==> src/hw/rtl/spfp_pkg.sv <==
`timescale 1ns / 1ps

package spfp_pkg;

	localparam int AXIS_COUNT_DEF = 4;

	localparam logic [7:0] TRAILER_BYTE  = 8'h6B;
	localparam logic [7:0] CODE_POSITION = 8'h36;
	localparam logic [7:0] CODE_SPEED    = 8'h35;
	localparam logic [7:0] CODE_FLAGS    = 8'h3A;
	localparam logic [7:0] CODE_ZERO     = 8'h0A;
	localparam logic [7:0] CODE_ENABLE   = 8'hF3;
	localparam logic [7:0] CODE_STOP     = 8'hFE;
	localparam logic [7:0] CODE_MISC     = 8'hFD;
	localparam logic [7:0] STATUS_OK     = 8'h02;

	localparam logic [11:0] TENTHS_PER_TURN = 12'd3600;
	localparam logic [27:0] ROUND_HALF      = 28'd32768;

	localparam logic [11:0] MAX_ANGLE_RST = 12'd1800;
	localparam logic signed [12:0] MIN_ANGLE_RST = -13'sd1800;

	typedef enum logic {
		CFG_MAX_ANGLE = 1'b0,
		CFG_MIN_ANGLE = 1'b1
	} cfg_index_t;

	typedef enum logic [2:0] {
		KIND_POSITION = 3'd0,
		KIND_SPEED    = 3'd1,
		KIND_FLAGS    = 3'd2,
		KIND_ZERO     = 3'd3,
		KIND_ENABLE   = 3'd4,
		KIND_STOP     = 3'd5,
		KIND_OTHER    = 3'd6
	} reply_kind_t;

	// bytes of the frame in flight that the decoder looks at
	typedef struct packed {
		logic [7:0]  addr;
		logic [7:0]  code;
		logic [7:0]  status;
		logic [7:0]  data3;
		logic [7:0]  data4;
		logic [11:0] mag_tenths;
		logic [7:0]  trailer;
	} frame_t;

	typedef struct packed {
		logic [1:0]         axis;
		reply_kind_t        kind;
		logic signed [11:0] pos_tenths;
		logic signed [15:0] rpm;
		logic [7:0]         status_flags;
		logic               enabled;
		logic               stall_res;
	} result_t;

	function automatic logic [3:0] code_length(input logic [7:0] code);
		logic [3:0] len;
		unique case (code)
			CODE_POSITION: len = 4'd8;
			CODE_SPEED:    len = 4'd6;
			CODE_FLAGS,
			CODE_ZERO,
			CODE_ENABLE,
			CODE_MISC,
			CODE_STOP:     len = 4'd4;
			default:       len = 4'd0;
		endcase
		return len;
	endfunction

endpackage

==> src/hw/rtl/spfp_decode.sv <==
`timescale 1ns / 1ps

module spfp_decode (
	input  spfp_pkg::frame_t           frame,
	input  logic [11:0]                max_angle,
	input  logic signed [12:0]         min_angle,
	output logic                       ok,
	output spfp_pkg::result_t          res
);

	logic signed [13:0] ang_signed;
	logic signed [13:0] ang_wrapped;
	logic signed [11:0] ang_sat;
	logic [15:0]        spd_raw;

	always_comb begin
		ang_signed = (frame.status != 8'd0) ? -$signed({2'b00, frame.mag_tenths})
		                                    :  $signed({2'b00, frame.mag_tenths});
		if (ang_signed > $signed({2'b00, max_angle})) begin
			ang_wrapped = ang_signed - $signed({2'b00, spfp_pkg::TENTHS_PER_TURN});
		end else if (ang_signed < 14'(min_angle)) begin
			ang_wrapped = ang_signed + $signed({2'b00, spfp_pkg::TENTHS_PER_TURN});
		end else begin
			ang_wrapped = ang_signed;
		end
		if (ang_wrapped > 14'sd2047) begin
			ang_sat = 12'sd2047;
		end else if (ang_wrapped < -14'sd2048) begin
			ang_sat = -12'sd2048;
		end else begin
			ang_sat = ang_wrapped[11:0];
		end
	end

	assign spd_raw = {frame.data3, frame.data4};
	assign ok      = (frame.trailer == spfp_pkg::TRAILER_BYTE);

	always_comb begin
		res      = '0;
		res.axis = 2'(frame.addr - 8'd1);
		priority if (frame.code == spfp_pkg::CODE_POSITION) begin
			res.kind       = spfp_pkg::KIND_POSITION;
			res.pos_tenths = ang_sat;
		end else if (frame.code == spfp_pkg::CODE_SPEED) begin
			res.kind = spfp_pkg::KIND_SPEED;
			res.rpm  = (frame.status != 8'd0) ? $signed(16'd0 - spd_raw) : $signed(spd_raw);
		end else if (frame.code == spfp_pkg::CODE_FLAGS) begin
			res.kind         = spfp_pkg::KIND_FLAGS;
			res.status_flags = frame.status;
			res.enabled      = frame.status[0];
			res.stall_res    = |frame.status[3:2];
		end else if (frame.code == spfp_pkg::CODE_ZERO && frame.status == spfp_pkg::STATUS_OK) begin
			res.kind = spfp_pkg::KIND_ZERO;
		end else if (frame.code == spfp_pkg::CODE_ENABLE
		             && frame.status == spfp_pkg::STATUS_OK) begin
			res.kind = spfp_pkg::KIND_ENABLE;
		end else if (frame.code == spfp_pkg::CODE_STOP && frame.status == spfp_pkg::STATUS_OK) begin
			res.kind = spfp_pkg::KIND_STOP;
		end else begin
			res.kind = spfp_pkg::KIND_OTHER;
		end
	end

endmodule

==> src/hw/rtl/stepper_reply_frame_parser_unit.sv <==
`timescale 1ns / 1ps

// Channel   Signals                                   Direction  Transaction
// -------   ---------------------------------------   ---------  -------------------------
// in        in_valid/in_ready, rx_byte                sink       one received bus byte
// out       out_valid/out_ready, axis, reply_kind,    source     one decoded reply
//           pos_tenths, rpm, status_flags,
//           enabled, stall_res
// cfg       cfg_valid/cfg_ready, cfg_index, cfg_data  sink       one angle limit write
//
// One byte per cycle while in_ready is high. The frame state updates in the cycle a byte is taken; the
// reply for a frame is registered on the trailer byte and shows on out in the cycle after.
// Reset clears the hunt state and the output valid, and sets the limits to 1800 / -1800.
// A held result only blocks input while out_ready is low; draining it frees in the same cycle.
// cfg_ready is always high; limits should only change while no frame is in flight.

module stepper_reply_frame_parser_unit #(
	parameter int AXIS_COUNT = spfp_pkg::AXIS_COUNT_DEF
) (
	input  logic               clk,
	input  logic               arst_n,

	input  logic               in_valid,
	output logic               in_ready,
	input  logic [7:0]         rx_byte,

	output logic               out_valid,
	input  logic               out_ready,
	output logic [1:0]         axis,
	output logic [2:0]         reply_kind,
	output logic signed [11:0] pos_tenths,
	output logic signed [15:0] rpm,
	output logic [7:0]         status_flags,
	output logic               enabled,
	output logic               stall_res,

	input  logic               cfg_valid,
	output logic               cfg_ready,
	input  logic               cfg_index,
	input  logic [12:0]        cfg_data
);

	// hunt / collect state: count of bytes taken in the current frame
	logic [2:0]  cnt_q, cnt_d;
	logic [3:0]  len_q, len_d;

	// captured frame bytes (fixed slots, no reset needed)
	logic [7:0]  addr_q, code_q, status_q, data3_q, data4_q, data5_q;
	logic [11:0] mag_q;

	logic [11:0]        max_angle_q;
	logic signed [12:0] min_angle_q;

	logic               out_valid_q;
	spfp_pkg::result_t  res_q;

	logic               in_fire;
	logic               is_addr;
	logic [3:0]         byte_len;
	logic               frame_done;
	logic [27:0]        turn_prod;
	spfp_pkg::frame_t   frame;
	logic               dec_ok;
	spfp_pkg::result_t  dec_res;

	assign in_ready  = !out_valid_q || out_ready;
	assign in_fire   = in_valid && in_ready;
	assign cfg_ready = 1'b1;

	assign is_addr  = (rx_byte >= 8'd1) && (rx_byte <= 8'(AXIS_COUNT));
	assign byte_len = spfp_pkg::code_length(rx_byte);

	// frame is complete when this byte brings the count up to the expected length
	assign frame_done = (cnt_q >= 3'd2) && ({1'b0, cnt_q} + 4'd1 == len_q);

	// position rounding: (raw * 3600 + 32768) >> 16, done as byte six lands
	assign turn_prod = 28'({data5_q, rx_byte}) * 28'(spfp_pkg::TENTHS_PER_TURN)
	                 + spfp_pkg::ROUND_HALF;

	always_comb begin
		frame.addr       = addr_q;
		frame.code       = code_q;
		frame.status     = status_q;
		frame.data3      = data3_q;
		frame.data4      = data4_q;
		frame.mag_tenths = mag_q;
		frame.trailer    = rx_byte;
	end

	spfp_decode u_decode (
		.frame     (frame),
		.max_angle (max_angle_q),
		.min_angle (min_angle_q),
		.ok        (dec_ok),
		.res       (dec_res)
	);

	always_comb begin
		cnt_d = cnt_q;
		len_d = len_q;
		if (in_fire) begin
			priority if (cnt_q == 3'd1 && byte_len != 4'd0) begin
				cnt_d = 3'd2;
				len_d = byte_len;
			end else if (cnt_q <= 3'd1) begin
				// hunting, or an unknown code retried as an address
				cnt_d = is_addr ? 3'd1 : 3'd0;
				len_d = 4'd0;
			end else if (frame_done) begin
				cnt_d = 3'd0;
				len_d = 4'd0;
			end else begin
				cnt_d = cnt_q + 3'd1;
			end
		end
	end

	always_ff @(posedge clk or negedge arst_n) begin
		if (!arst_n) begin
			cnt_q <= 3'd0;
			len_q <= 4'd0;
		end else begin
			cnt_q <= cnt_d;
			len_q <= len_d;
		end
	end

	// byte slots
	always_ff @(posedge clk) begin
		if (in_fire) begin
			if (cnt_q == 3'd1 && byte_len != 4'd0) begin
				code_q <= rx_byte;
			end else if (cnt_q <= 3'd1) begin
				if (is_addr) begin
					addr_q <= rx_byte;
				end
			end else begin
				unique case (cnt_q)
					3'd2:    status_q <= rx_byte;
					3'd3:    data3_q  <= rx_byte;
					3'd4:    data4_q  <= rx_byte;
					3'd5:    data5_q  <= rx_byte;
					3'd6:    mag_q    <= turn_prod[27:16];
					default: ;
				endcase
			end
		end
	end

	always_ff @(posedge clk or negedge arst_n) begin
		if (!arst_n) begin
			max_angle_q <= spfp_pkg::MAX_ANGLE_RST;
			min_angle_q <= spfp_pkg::MIN_ANGLE_RST;
		end else if (cfg_valid && cfg_ready) begin
			unique case (spfp_pkg::cfg_index_t'(cfg_index))
				spfp_pkg::CFG_MAX_ANGLE: max_angle_q <= cfg_data[11:0];
				spfp_pkg::CFG_MIN_ANGLE: min_angle_q <= $signed(cfg_data);
			endcase
		end
	end

	// result register
	always_ff @(posedge clk or negedge arst_n) begin
		if (!arst_n) begin
			out_valid_q <= 1'b0;
		end else if (in_fire && frame_done && dec_ok) begin
			out_valid_q <= 1'b1;
		end else if (out_ready) begin
			out_valid_q <= 1'b0;
		end
	end

	always_ff @(posedge clk) begin
		if (in_fire && frame_done && dec_ok) begin
			res_q <= dec_res;
		end
	end

	assign out_valid    = out_valid_q;
	assign axis         = res_q.axis;
	assign reply_kind   = res_q.kind;
	assign pos_tenths   = res_q.pos_tenths;
	assign rpm          = res_q.rpm;
	assign status_flags = res_q.status_flags;
	assign enabled      = res_q.enabled;
	assign stall_res    = res_q.stall_res;

	// collecting past the code byte always has a known length
	a_len_known: assert property (@(posedge clk) disable iff (!arst_n)
		cnt_q >= 3'd2 |-> (len_q == 4'd4 || len_q == 4'd6 || len_q == 4'd8))
		else $error("frame length lost while collecting");

	// a non-address byte while hunting leaves the parser hunting
	a_hunt: assert property (@(posedge clk) disable iff (!arst_n)
		in_fire && cnt_q == 3'd0 && !is_addr |=> cnt_q == 3'd0)
		else $error("non-address byte opened a frame");

	// a new reply only follows a completed frame
	a_reply_src: assert property (@(posedge clk) disable iff (!arst_n)
		$rose(out_valid_q) |-> $past(in_fire && frame_done))
		else $error("reply without a completed frame");

	// input stalls only behind a held reply
	a_stall: assert property (@(posedge clk) disable iff (!arst_n)
		!in_ready |-> out_valid_q && !out_ready)
		else $error("input stalled without a pending reply");

endmodule

==> config.mk <==
export PLATFORM = sky130hd
export DESIGN_NAME = stepper_reply_frame_parser_unit
export DESIGN_NICKNAME = d
export VERILOG_FILES = /design/src/hw/rtl/spfp_pkg.sv /design/src/hw/rtl/spfp_decode.sv /design/src/hw/rtl/stepper_reply_frame_parser_unit.sv
export SDC_FILE = /design/constraint.sdc
export NUM_CORES = 1
export LEC_CHECK = 0
export BUFFER_PORTS_ARGS = -buffer_cell sky130_fd_sc_hd__buf_2
export CAP_MARGIN = 20
export CORE_MARGIN = 2
export CORE_UTILIZATION = 45
export CTS_CLUSTER_DIAMETER = 60
export DETAILED_ROUTE_END_ITERATION = 7
export GPL_TIMING_DRIVEN = 0
export HOLD_SLACK_MARGIN = 0.1
export MAX_ROUTING_LAYER = met4
export PLACE_DENSITY = 0.62
export SLEW_MARGIN = 20
export SYNTH_ARGS = -nofsm -noshare
export SYNTH_HDL_FRONTEND = slang
export SYNTH_SLANG_ARGS = --single-unit
==> constraint.sdc <==
create_clock -name clk -period 4.79 [get_ports clk]
set_clock_uncertainty 0.2 [all_clocks]
set_input_delay 0.7185 -clock clk [delete_from_list [all_inputs] [get_ports clk]]
set_output_delay 0.7185 -clock clk [all_outputs]
set_load 0.01 [all_outputs]
==> results of run 1 <==
-- metrics by stage --
stage | setup slack (ns) | area [sq um] | setup TNS [ns]
floorplan | -0.783 | 8840 | -2.13
global placement | -1.60 | 9530 | -17.05
detailed placement | -1.66 | 9570 | -18.81
CTS | -0.617 | 10900 | -1.71
global route | -0.779 | 11200 | -2.93
finish | -0.552 | 11200 | -1.11
-- cell families after synthesis --
group | Yosys count
AND/OR/NAND/NOR | 232
multiplexers | 26
adder cells (fa/ha/maj) | 122
flip-flops | 128
XOR/XNOR | 59
buffers and inverters | 78
AO/OA/AOI/OAI | 126
other | 1
-- cell usage in the layout, fill, tap and decap left out, types with 7 or more instances in the layout --
cell       Yosys  layout
ha_4           0       8
or3_1          7       7
edfxtp_1      96      96
buf_4          2      52
buf_2          0      64
nand4_1        8       8
and2_1        16      16
fa_1          23      23
xnor2_1       32      26
nor2b_1       11       9
mux2_2        22      22
xor2_1        25      21
nor3_1        16      13
and3_1        12      12
nand3_1       15      14
dfstp_2       11      11
buf_6          4      13
a211oi_2       8      10
a21oi_1       25      19
dfrtp_1       21      21
nor2_1        60      53
clkbuf_16      0      17
o31ai_1        8       7
o21ai_0       23      20
nand2_1       41      38
ha_1          97      87
inv_1         62      55
-- metal layers --
metal / up-vias / track usage [%] / routed length (um)
li1: 3121 / - / -
met1: 2962 / 24.8 / 8710
met2: 113 / 31.9 / 9070
met3: 25 / 3.23 / 537
met4: 0 / 7.12 / 444
met5: - / - / 0
-- worst reg2reg max path: stages (launching register included) --
cell,delay [ns]
edfxtp_1,0.45
inv_1,0.12
fa_1,0.49
inv_1,0.04
ha_1,0.30
fa_1,0.46
ha_1,0.35
ha_4,0.32
o21a_1,0.21
o21ai_4,0.09
nor4b_4,0.38
nor3_2,0.10
nor2_2,0.16
xnor2_2,0.15
nor4_4,0.09
nor2b_1,0.14
maj3_2,0.30
a2111o_1,0.42
xnor2_1,0.15
-- final timing paths --
kind / slack [ns] / to / depth (start not counted)
max in group asynchronous: 3.70 / out_valid / 1
setup reg to reg: -0.41 / mag_q[11] / 18
hold reg to reg: 0.31 / max_angle_q[3] / 2
min in group clk: 0.31 / max_angle_q[3] / 2
hold / removal: 0.18 / max_angle_q[6] / 1
setup / recovery: -0.55 / mag_q[11] / 22
-- sequential cells by signal, indices dropped and copies added (netlist names) --
| register | count |
|---|---|
| out_valid | 1 |
| mag_q | 12 |
| data5_q | 8 |
| addr_q | 2 |
| cnt_q | 3 |
| data4_q | 8 |
| min_angle_q | 13 |
| axis | 2 |
| pos_tenths | 12 |
| status_flags | 8 |
| reply_kind | 3 |
| code_q | 8 |
| stall_res | 1 |
| rpm | 16 |
| len_q | 3 |
| status_q | 8 |
| data3_q | 8 |
| max_angle_q | 12 |
-- final cells by class --
| class | count | share of cell area, % |
|---|---|---|
| buffer | 14 | 1.01 |
| clock buffer | 18 | 3.84 |
| clock inverter | 14 | 1.74 |
| inverter | 62 | 2.22 |
| multi-input combinational | 566 | 47.1 |
| sequential | 128 | 33.1 |
| tap | 265 | 2.97 |
| timing repair buffer | 129 | 8.03 |
-- cells in the mapped netlist, types with 11 or more instances --
cell type,instances,share of area [%]
ha_1,97,14
edfxtp_1,96,33
inv_1,62,2.7
nor2_1,60,2.6
nand2_1,41,1.8
xnor2_1,32,3.2
a21oi_1,25,1.4
xor2_1,25,2.5
fa_1,23,5.3
o21ai_0,23,1.3
mux2_2,22,2.8
dfrtp_1,21,6.0
and2_1,16,1.1
nor3_1,16,0.91
nand3_1,15,0.86
and3_1,12,0.86
dfstp_2,11,3.3
nor2b_1,11,0.79
-- report_power, final --
part / total (mW) / internal, mW / switching [mW]
Sequential: 1.28 / 1.25 / 0.0226
Clock: 1.35 / 0.839 / 0.512
Combinational: 0.984 / 0.491 / 0.493
Total: 3.61 / 2.58 / 1.03
-- what timing repair did --
action | 4_1_cts | 5_1_grt
gates resized for setup | 83 | 43
gates cloned | 2 | 0
pin swaps | 37 | 43
endpoints found under the setup margin | 20 | 18
buffers inserted | 42 | 14
==> key figures, run 1 <==
Routing
  • Total number of vias: ~6200
  • 1st-pass router iterations: 4
  • DR iter-0 viols: ~300
  • Post-Route WL: between 15000 and 20000 um
  • Drt wl/cell: 15.7 um
  • Antenna Nets Post-Route: 0
  • DR vias/cell: about 5.2
  • DRC: 0

Global route
  • Largest net degree at the start of global routing: 33
  • Initial antenna violation count: 0
  • Vias in the first global route: 6085
  • Grt ovf: 0
  • First-pass GRT wire length: roughly 30000 um
  • GRT Util Overall: around a fifth

Power
  • Tot Pwr: 3.61 mW
  • Worst VDD drop: 237 uV
  • Leakage: 4.75 nW
  • PD cells: roughly 320 mW/mm^2

Synth
  • Post-synthesis simple-gate area fraction: between 10% and 20%
  • Most used DFF post-synth: edfxtp_1
  • Register bit total from synthesis: 128
  • Mapped Cells: a little under 800
  • Post-synthesis adder-cell area fraction: 19.3%
  • Mux contribution to synthesized area: 3.29%
  • Cell area after synthesis: roughly 0.0088 sq mm
  • Post-synth EDFFs: between 90 and 100
  • Ys async rst share: around 25%
  • Syn nets: 919
  • Main combinational cell family by area after synthesis: adder cells
  • Synth Area in XOR/XNOR: slightly above 6%
  • Synth Area in Compound Gates: between 10% and 20%
  • Sequential area share after synthesis: 42.2%
  • Avg Cell Area, Syn: between 10 and 15 sq um
  • Synth unique cells: approximately 80
  • Yosys warns: 0

Critical path
  • WP data required: approximately 4.7 ns
  • Reg2reg start: data5_q[1]
  • CP Capture Type: flop
  • Bufs and invs on worst path: 3
  • CP top delay family: adder cells
  • Critical path, cell by cell: buf_8 > inv_2 > fa_1 > inv_1 > ha_1 > fa_1 > ha_1 > ha_4 > and4_4 > a221oi_4 > nor2b_2 > nor2_2 > xnor2_1 > ha_2 > nand2_1 > a21oi_2 > nand4b_1 > nor4_4 > o21a_1 > a21boi_1 > a2111o_1 > xnor2_1
  • CP max FO: 10
  • CP startpoint: rx_byte[1]
  • Max incr delay on CP: approximately 0.54 ns
  • Worst setup path class: input pin to flop
  • Critical path launch point type: input pin
  • Crit path DAT: about 5.3 ns
  • Crit-path slowest cell: fa_1

STA
  • Final Setup Violations: 3
  • Fin worst setup slack: -0.552 ns
  • Fmax: 187 MHz
  • Relative slew slack: 35.2%
  • RSZ-0062 raised after global routing: yes
  • Final min period: between 5 and 6 ns
  • Crit share post-route: 112%
  • Hold Vio Cnt, Final: 0
  • Slew @ Worst Pin: roughly 0.96 ns
  • Final Max Slew Viols: 0
  • Hold WS: ~0.18 ns

Final layout
  • P&R area growth vs syn: 27.5%
  • Multi-input logic area: ~0.0053 sq mm
  • Filler instances: ~1600
  • Final #Nets: between 1000 and 1500
  • Final Non-Filler Cells: 1196
  • Reg area: between 0.003 and 0.004 sq mm
  • Share of layout cells above drive strength 1: roughly 33%
  • Final core occ: a little under 60%
  • ANT cells: 0

Floorplan
  • IO Count: between 70 and 80
  • Die span in y: between 100 and 150 um
  • Die ar.: between 0.02 and 0.025 sq mm
  • Initial Utilization: a little under half
  • Rows: around 50
  • Core Region: between 0.015 and 0.02 sq mm
  • Die width: 144 um

CTS
  • CTS Hold Bufs: 0
  • Number of H-tree levels: 4
  • Clk root buf: clkbuf_16
  • CTS tree: yes
  • CTS buffer count: 17
  • Later-pin clock latency in the skew report: between 0.4 and 0.5 ns
  • Clock transition at the registers of the reported paths: around 0.06 ns
  • Clock Sinks: between 100 and 150
  • Clock Path Buffers: 2

Status
  • Status: complete, but fails checks
  • Violated checks: setup timing

Min path
  • Worst hold path class: input pin to asynchronous set/reset pin

Place
  • Final HPWL DP: between 10000 and 15000 um
  • GP Congestion: roughly 0.81
  • Placed cell count: 1110
  • I/O Buffers: 71

Job
  • Max Cap Violations: 0
Note: power is estimated with default switching activity, not from simulation.
==> run 2, diff against run 1 <==
--- a/config.mk
+++ b/config.mk
@@ -18,4 +18,5 @@
 export SLEW_MARGIN = 20
 export SYNTH_ARGS = -nofsm -noshare
 export SYNTH_HDL_FRONTEND = slang
+export SYNTH_HIERARCHICAL = 1
 export SYNTH_SLANG_ARGS = --single-unit
==> run 2 against run 1 <==
  * The flow now finishes without violations
  * Synthesized area is 2.5% higher
  * Clock power hardly changed
  * Worst hold slack worse by 0.013 ns
  * Die area is 2.4% higher
  * Sequential share of layout area is 0.69 points lower
  * Sequential power is 11% higher
  * Via count is 6.5% higher
  * Critical path type unchanged
  * Largest cell class unchanged
==> key figures, run 2 <==
STA
  • RSZ-0062 raised after global routing: yes
  • Slew @ Worst Pin: 0.996 ns (+0.0321 ns)
  • Hold Vio Cnt, Final: 0 (unchanged)
  • Crit share post-route: 99.7% (-12 points)
  • Final Max Slew Viols: 0 (unchanged)
  • Final min period: 4.78 ns (-0.566 ns)
  • Final Setup Violations: 0 (-3)
  • Fmax: 209 MHz (+12%)
  • Relative slew slack: 33.1% (-2.2 points)

Synth
  • Cell area after synthesis: 0.00898 sq mm (+2.5%)
  • Syn nets: 955 (+3.9%)
  • Yosys warns: 6 (+6)
  • Mapped Cells: 810 (+4.9%)
  • Avg Cell Area, Syn: 11.1 sq um (-2.3%)

Power
  • Leakage: 4.80 nW (+0.96%)
  • Worst VDD drop: 397 uV (+67%)
  • PD cells: 403 mW/mm^2 (+25%)
  • Tot Pwr: 4.63 mW (+28%)

Global route
  • Grt ovf: 0 (unchanged)
  • First-pass GRT wire length: 30500 um (+0.18%)
  • Vias in the first global route: 6135 (+0.82%)
  • Initial antenna violation count: 0 (unchanged)
  • Largest net degree at the start of global routing: 40 (+21%)
  • GRT Util Overall: 18.4% (-1.1 points)

Critical path
  • Worst setup path class: input pin to flop
  • CP Capture Type: flop
  • Critical path launch point type: input pin
  • Crit path DAT: 4.74 ns (-0.55 ns)
  • CP max FO: 5 (-5)
  • WP data required: 4.75 ns (about the same)

Job
  • Max Cap Violations: 0 (unchanged)

Final layout
  • Most frequent cells in the layout: 97 x edfxtp_1, 76 x ha_1, 64 x buf_2
  • Most common cell after layout, fill and taps aside: edfxtp_1
  • Multi-input logic area: 0.00554 sq mm (+5.5%)
  • Reg area: 0.00373 sq mm (+0.81%)
  • Final Non-Filler Cells: 1230 (+2.8%)
  • P&R area growth vs syn: 28.1%
  • Flip-flop count of the largest register after layout: 16 (unchanged)
  • Share of layout cells above drive strength 1: 31.8% (-0.84 points)
  • Final #Nets: 1097 (+3.0%)
  • Filler instances: 1633 (+0.62%)
  • ANT cells: 0 (unchanged)
  • Final core occ: 58.9% (+0.94 points)

Min path
  • Worst hold path class: input pin to asynchronous set/reset pin

Place
  • Placed cell count: 1147 (+3.3%)
  • GP Congestion: 0.885 (+8.9%)
  • I/O Buffers: 71 (unchanged)
  • Final HPWL DP: 13800 um (+2.3%)

CTS
  • Clock Sinks: 129 (+0.78%)
  • CTS buffer count: 17 (unchanged)
  • Clock Path Buffers: 2 (unchanged)
  • Clk root buf: clkbuf_16
  • CTS tree: yes
  • Number of H-tree levels: 4 (unchanged)
  • Clock transition at the registers of the reported paths: 0.06 ns (about the same)
  • Later-pin clock latency in the skew report: 0.42 ns (about the same)

Floorplan
  • Die width: 145 um (+1.2%)
  • Core Region: 0.0195 sq mm (+1.3%)
  • Die span in y: 145 um (+1.2%)
  • Initial Utilization: 46.0% (+0.52 points)
  • Rows: 51 (unchanged)
  • IO Count: 73 (unchanged)
  • Die ar.: 0.0211 sq mm (+2.4%)

Routing
  • Antenna Nets Post-Route: 0 (unchanged)
  • Total number of vias: 6624 (+6.5%)
  • DR vias/cell: 5.39 (+3.5%)
  • Post-Route WL: 19200 um (+2.3%)
  • DR iter-0 viols: 413 (+40%)
  • 1st-pass router iterations: 6 (+2)
  • Drt wl/cell: 15.6 um (-0.48%)
  • DRC: 0 (unchanged)

Status
  • Status: finished clean
==> run 2: metal layers <==
metal  share of wire (%)  vias up  track usage, %
met4                 1.4        0            5.49
met3                 3.4       21            2.77
met2                  49      138            28.7
li1                    -     3255               -
met5                   0        -               -
met1                  46     3210            25.2
==> run 2: final timing paths <==
path | startpoint | end | slack, ns | depth (start not counted)
setup / recovery | rx_byte[5] | mag_q[11] | 0.01 | 17
hold / removal | arst_n | max_angle_q[1] | 0.17 | 1
setup reg to reg | data5_q[0] | mag_q[11] | 0.08 | 17
hold reg to reg | len_q[1] | len_q[1] | 0.30 | 2
max in group asynchronous | arst_n | cnt_q[2] | 3.74 | 1
min in group clk | len_q[1] | len_q[1] | 0.30 | 2
==> run 2: timing repair <==
item,in CTS,in global routing
pin swaps,17,63
cloned,0,2
setup buffers,15,35
endpoints found under the setup margin,19,16
hold buffers,0,0
resized for setup,57,95
==> run 2: area by class of cell <==
cell class	instances	share of cell area [%]
plain buffers	17	1.10
clock buffers	19	3.77
clock inverters	13	1.61
inverters	70	2.43
multi-input cells	594	48.2
flip-flops and latches	129	32.4
well taps	265	2.88
repair buffers	123	7.59
==> run 2: power breakdown <==
group          switching (mW)  total [mW]  leakage (nW)  internal (mW)
Combinational            1.01        1.87          3.17          0.861
Sequential             0.0828        1.42          1.33           1.34
Clock                   0.471        1.34         0.303          0.872
Total                    1.56        4.63          4.80           3.07
==> run 2: metrics by stage <==
stage / hold slack [ns] / setup TNS (ns) / cell area, sq um / setup slack, ns
4_1_cts: 0.183 / 0 / 10800 / 0.00229
6_report: 0.168 / 0 / 11500 / 0.0138
3_5_place_dp: 0.294 / -15.34 / 9790 / -0.902
3_3_place_gp: 0.286 / -15.37 / 9770 / -0.918
2_1_floorplan: 0.223 / -0.225 / 9080 / -0.122
5_1_grt: 0.218 / -1.15 / 11500 / -0.119
==> run 2: critical path: stages <==
cell and delay, ns:
buf_12 0.09, clkinvlp_4 0.12, fa_1 0.52, inv_2 0.05, ha_4 0.21, fa_2 0.57
ha_4 0.21, ha_4 0.21, a211o_1 0.33, a21oi_4 0.21, o32ai_4 0.11, or4_4 0.58
nand4_4 0.09, nor4_4 0.06, or4_4 0.52, nand3_2 0.08, xnor2_1 0.06
==> run 3, diff against run 2 <==
==> constraint.sdc (replaced) <==
create_clock -name clk -period 4 [get_ports clk]
set_clock_uncertainty 0.2 [all_clocks]
set_input_delay 0.6 -clock clk [delete_from_list [all_inputs] [get_ports clk]]
set_output_delay 0.6 -clock clk [all_outputs]
set_load 0.01 [all_outputs]
==> run 3 against run 2 <==
  * The flow now finishes with violations (setup timing)
  * Combinational power is 37% higher
  * Clock power up 25%
  * Via count is 0.63% higher
  * Final cell count rose by 1.2%
  * Cell area grew 4.5%
  * Sequential power increased by 20%
  * Register-to-register slack lost 0.65 ns
  * Clock-buffer cell count fell by 1
  * Core utilization up 2.7 points
  * Sequential share of layout area down 1.4 points
  * First-iteration DRC count up 0.24%
  * Largest cell class unchanged
  * Largest power group unchanged
==> key figures, run 3 (synthesis gave the netlist of run 2 again) <==
Final layout
  • Flip-flop count of the largest register after layout: 16 (unchanged)
  • ANT cells: 0 (unchanged)
  • Reg area: 0.00373 sq mm (unchanged)
  • P&R area growth vs syn: 33.9%
  • Most common cell after layout, fill and taps aside: edfxtp_1
  • Fin area: 0.0120 sq mm (+4.5%)
  • Final #Nets: 1112 (+1.4%)
  • Share of layout cells above drive strength 1: 36.5% (+4.7 points)
  • Filler instances: 1565 (-4.2%)
  • Final core occ: 61.5% (+2.7 points)
  • Most frequent cells in the layout: 97 x edfxtp_1, 64 x ha_1, 64 x buf_2
  • Multi-input logic area: 0.00584 sq mm (+5.3%)

Critical path
  • Worst setup path class: input pin to flop
  • Critical path launch point type: input pin
  • CP max FO: 6 (+1)
  • Crit path DAT: 4.56 ns (-0.18 ns)
  • CP Capture Type: flop
  • WP data required: 3.97 ns (-0.78 ns)
  • R2R setup slack: -0.57 ns (-0.65 ns)

CTS
  • Later-pin clock latency in the skew report: 0.42 ns (about the same)
  • CTS buffer count: 17 (unchanged)
  • Clock Sinks: 129 (unchanged)
  • Clock Path Buffers: 2 (unchanged)
  • Clock transition at the registers of the reported paths: 0.06 ns (about the same)
  • Clk root buf: clkbuf_16
  • Number of H-tree levels: 4 (unchanged)
  • CTS tree: yes

STA
  • Hold Vio Cnt, Final: 0 (unchanged)
  • Final Setup Violations: 22 (+22)
  • Final min period: 4.60 ns
  • TNS Setup: -8.34 ns (-8.34 ns)
  • RSZ-0062 raised after global routing: yes
  • Relative slew slack: 42.3% (+9.2 points)
  • Hold WS: 0.196 ns (+0.0288 ns)
  • Fin worst setup slack: -0.595 ns (-0.609 ns)
  • Slew @ Worst Pin: 0.859 ns (-0.137 ns)
  • Fmax: roughly 220 MHz
  • Final Max Slew Viols: 0 (unchanged)
  • Crit share post-route: 115%

Power
  • Clk pwr share: 28.1% (-0.9 points)
  • Reg power frac: 28.7% (-2.0 points)
  • Worst VDD drop: 521 uV (+31%)
  • PD cells: 494 mW/mm^2 (+23%)
  • Int Pwr: 3.94 mW (+28%)
  • Sw power: 2.00 mW (+28%)
  • Switching part of the total power: 33.7% (-0.054 points)
  • Leakage: 4.95 nW (+3.2%)
  • Tot Pwr: 5.94 mW (+28%)
  • Combinational Power Share: 43.1% (+2.8 points)

Floorplan
  • IO Count: 73 (unchanged)
  • Die ar.: 0.0211 sq mm (unchanged)
  • Rows: 51 (unchanged)
  • Initial Utilization: 46.0% (unchanged)
  • Die width: 145 um (unchanged)
  • Die span in y: 145 um (unchanged)
  • Core Region: 0.0195 sq mm (unchanged)

Global route
  • GR Util met1: 25.8% (+0.63 points)
  • GRT met2 Usage: 30.5% (+1.8 points)
  • Met3 usage: 3.84% (+1.1 points)
  • Largest net degree at the start of global routing: 40 (unchanged)
  • Layer with the highest usage: met2
  • GRT Util Overall: 19.5% (+1.0 points)
  • Vias in the first global route: 6273 (+2.2%)
  • First-pass GRT wire length: 32100 um (+5.2%)
  • Grt ovf: 0 (unchanged)
  • Initial antenna violation count: 0 (unchanged)

Routing
  • DRC: 0 (unchanged)
  • Total number of vias: 6666 (+0.63%)
  • Drt wl/cell: 16.2 um (+3.8%)
  • DR vias/cell: 5.35 (-0.58%)
  • 1st-pass router iterations: 4 (-2)
  • DR iter-0 viols: 414 (+0.24%)
  • Antenna Nets Post-Route: 0 (unchanged)
  • Post-Route WL: 20200 um (+5.0%)

Job
  • Max Cap Violations: 0 (unchanged)

Place
  • I/O Buffers: 71 (unchanged)
  • DP Area: 0.00993 sq mm (+1.4%)
  • GP Congestion: 0.890 (+0.53%)
  • Final HPWL DP: 13900 um (+0.95%)

Min path
  • Worst hold path class: input pin to flop

Status
  • Status: complete, but fails checks
  • Violated checks: setup timing
run 3: routing by layer:
metal,vias up,share of wire (%)
met4,0,1.4
met3,25,4.4
met1,3236,46
met2,144,48
li1,3261,-
met5,-,0
run 3: worst paths after layout:
path	startpoint	to	depth (start not counted)
setup reg to reg	data5_q[1]	mag_q[11]	15
hold reg to reg	max_angle_q[4]	max_angle_q[4]	1
min in group asynchronous	arst_n	max_angle_q[5]	2
hold / removal	rx_byte[3]	data3_q[3]	1
setup / recovery	rx_byte[5]	mag_q[11]	17
max in group asynchronous	arst_n	cnt_q[2]	2
run 3: worst max-delay path: stages:
cell and delay (ns):
buf_12 0.09, clkinvlp_4 0.12, fa_1 0.54, inv_2 0.05, ha_4 0.21, fa_1 0.56
ha_4 0.22, ha_4 0.23, a211o_1 0.33, a21oi_4 0.20, o32ai_4 0.12, or4_4 0.57
nand4_4 0.10, nor4_4 0.06, or4_4 0.42, nand3_2 0.08, xnor2_1 0.06
run 3: stage by stage:
step | std cells | worst slack, ns
global route | 1245 | -0.715
finish | 1245 | -0.595
global placement | 1146 | -1.50
detailed placement | 1147 | -1.55
CTS | 1229 | -0.609
floorplan | 810 | -0.794
run 3: final cells by class:
class,count,share of cell area [%]
multi-input cells,593,48.6
flip-flops and latches,129,31.0
repair buffers,141,8.82
clock buffers,18,3.57
well taps,265,2.76
inverters,70,2.39
clock inverters,14,1.77
plain buffers,15,1.10
run 3: power by group through the flow:
stage	clock (mW)	sequential [mW]	combinational [mW]
floorplan	0	1.70	1.48
global placement	0	1.73	1.82
detailed placement	0	1.73	1.83
CTS	1.70	1.70	2.33
global route	1.75	1.72	2.80
finish	1.67	1.71	2.56
run 3: timing repair:
action	in CTS	in global routing
endpoints found under the hold margin	21	0
buffers inserted	49	19
setup endpoints to repair	24	22
hold buffers	1	0
resized for setup	121	69
pin swaps	64	59
gates cloned	1	1
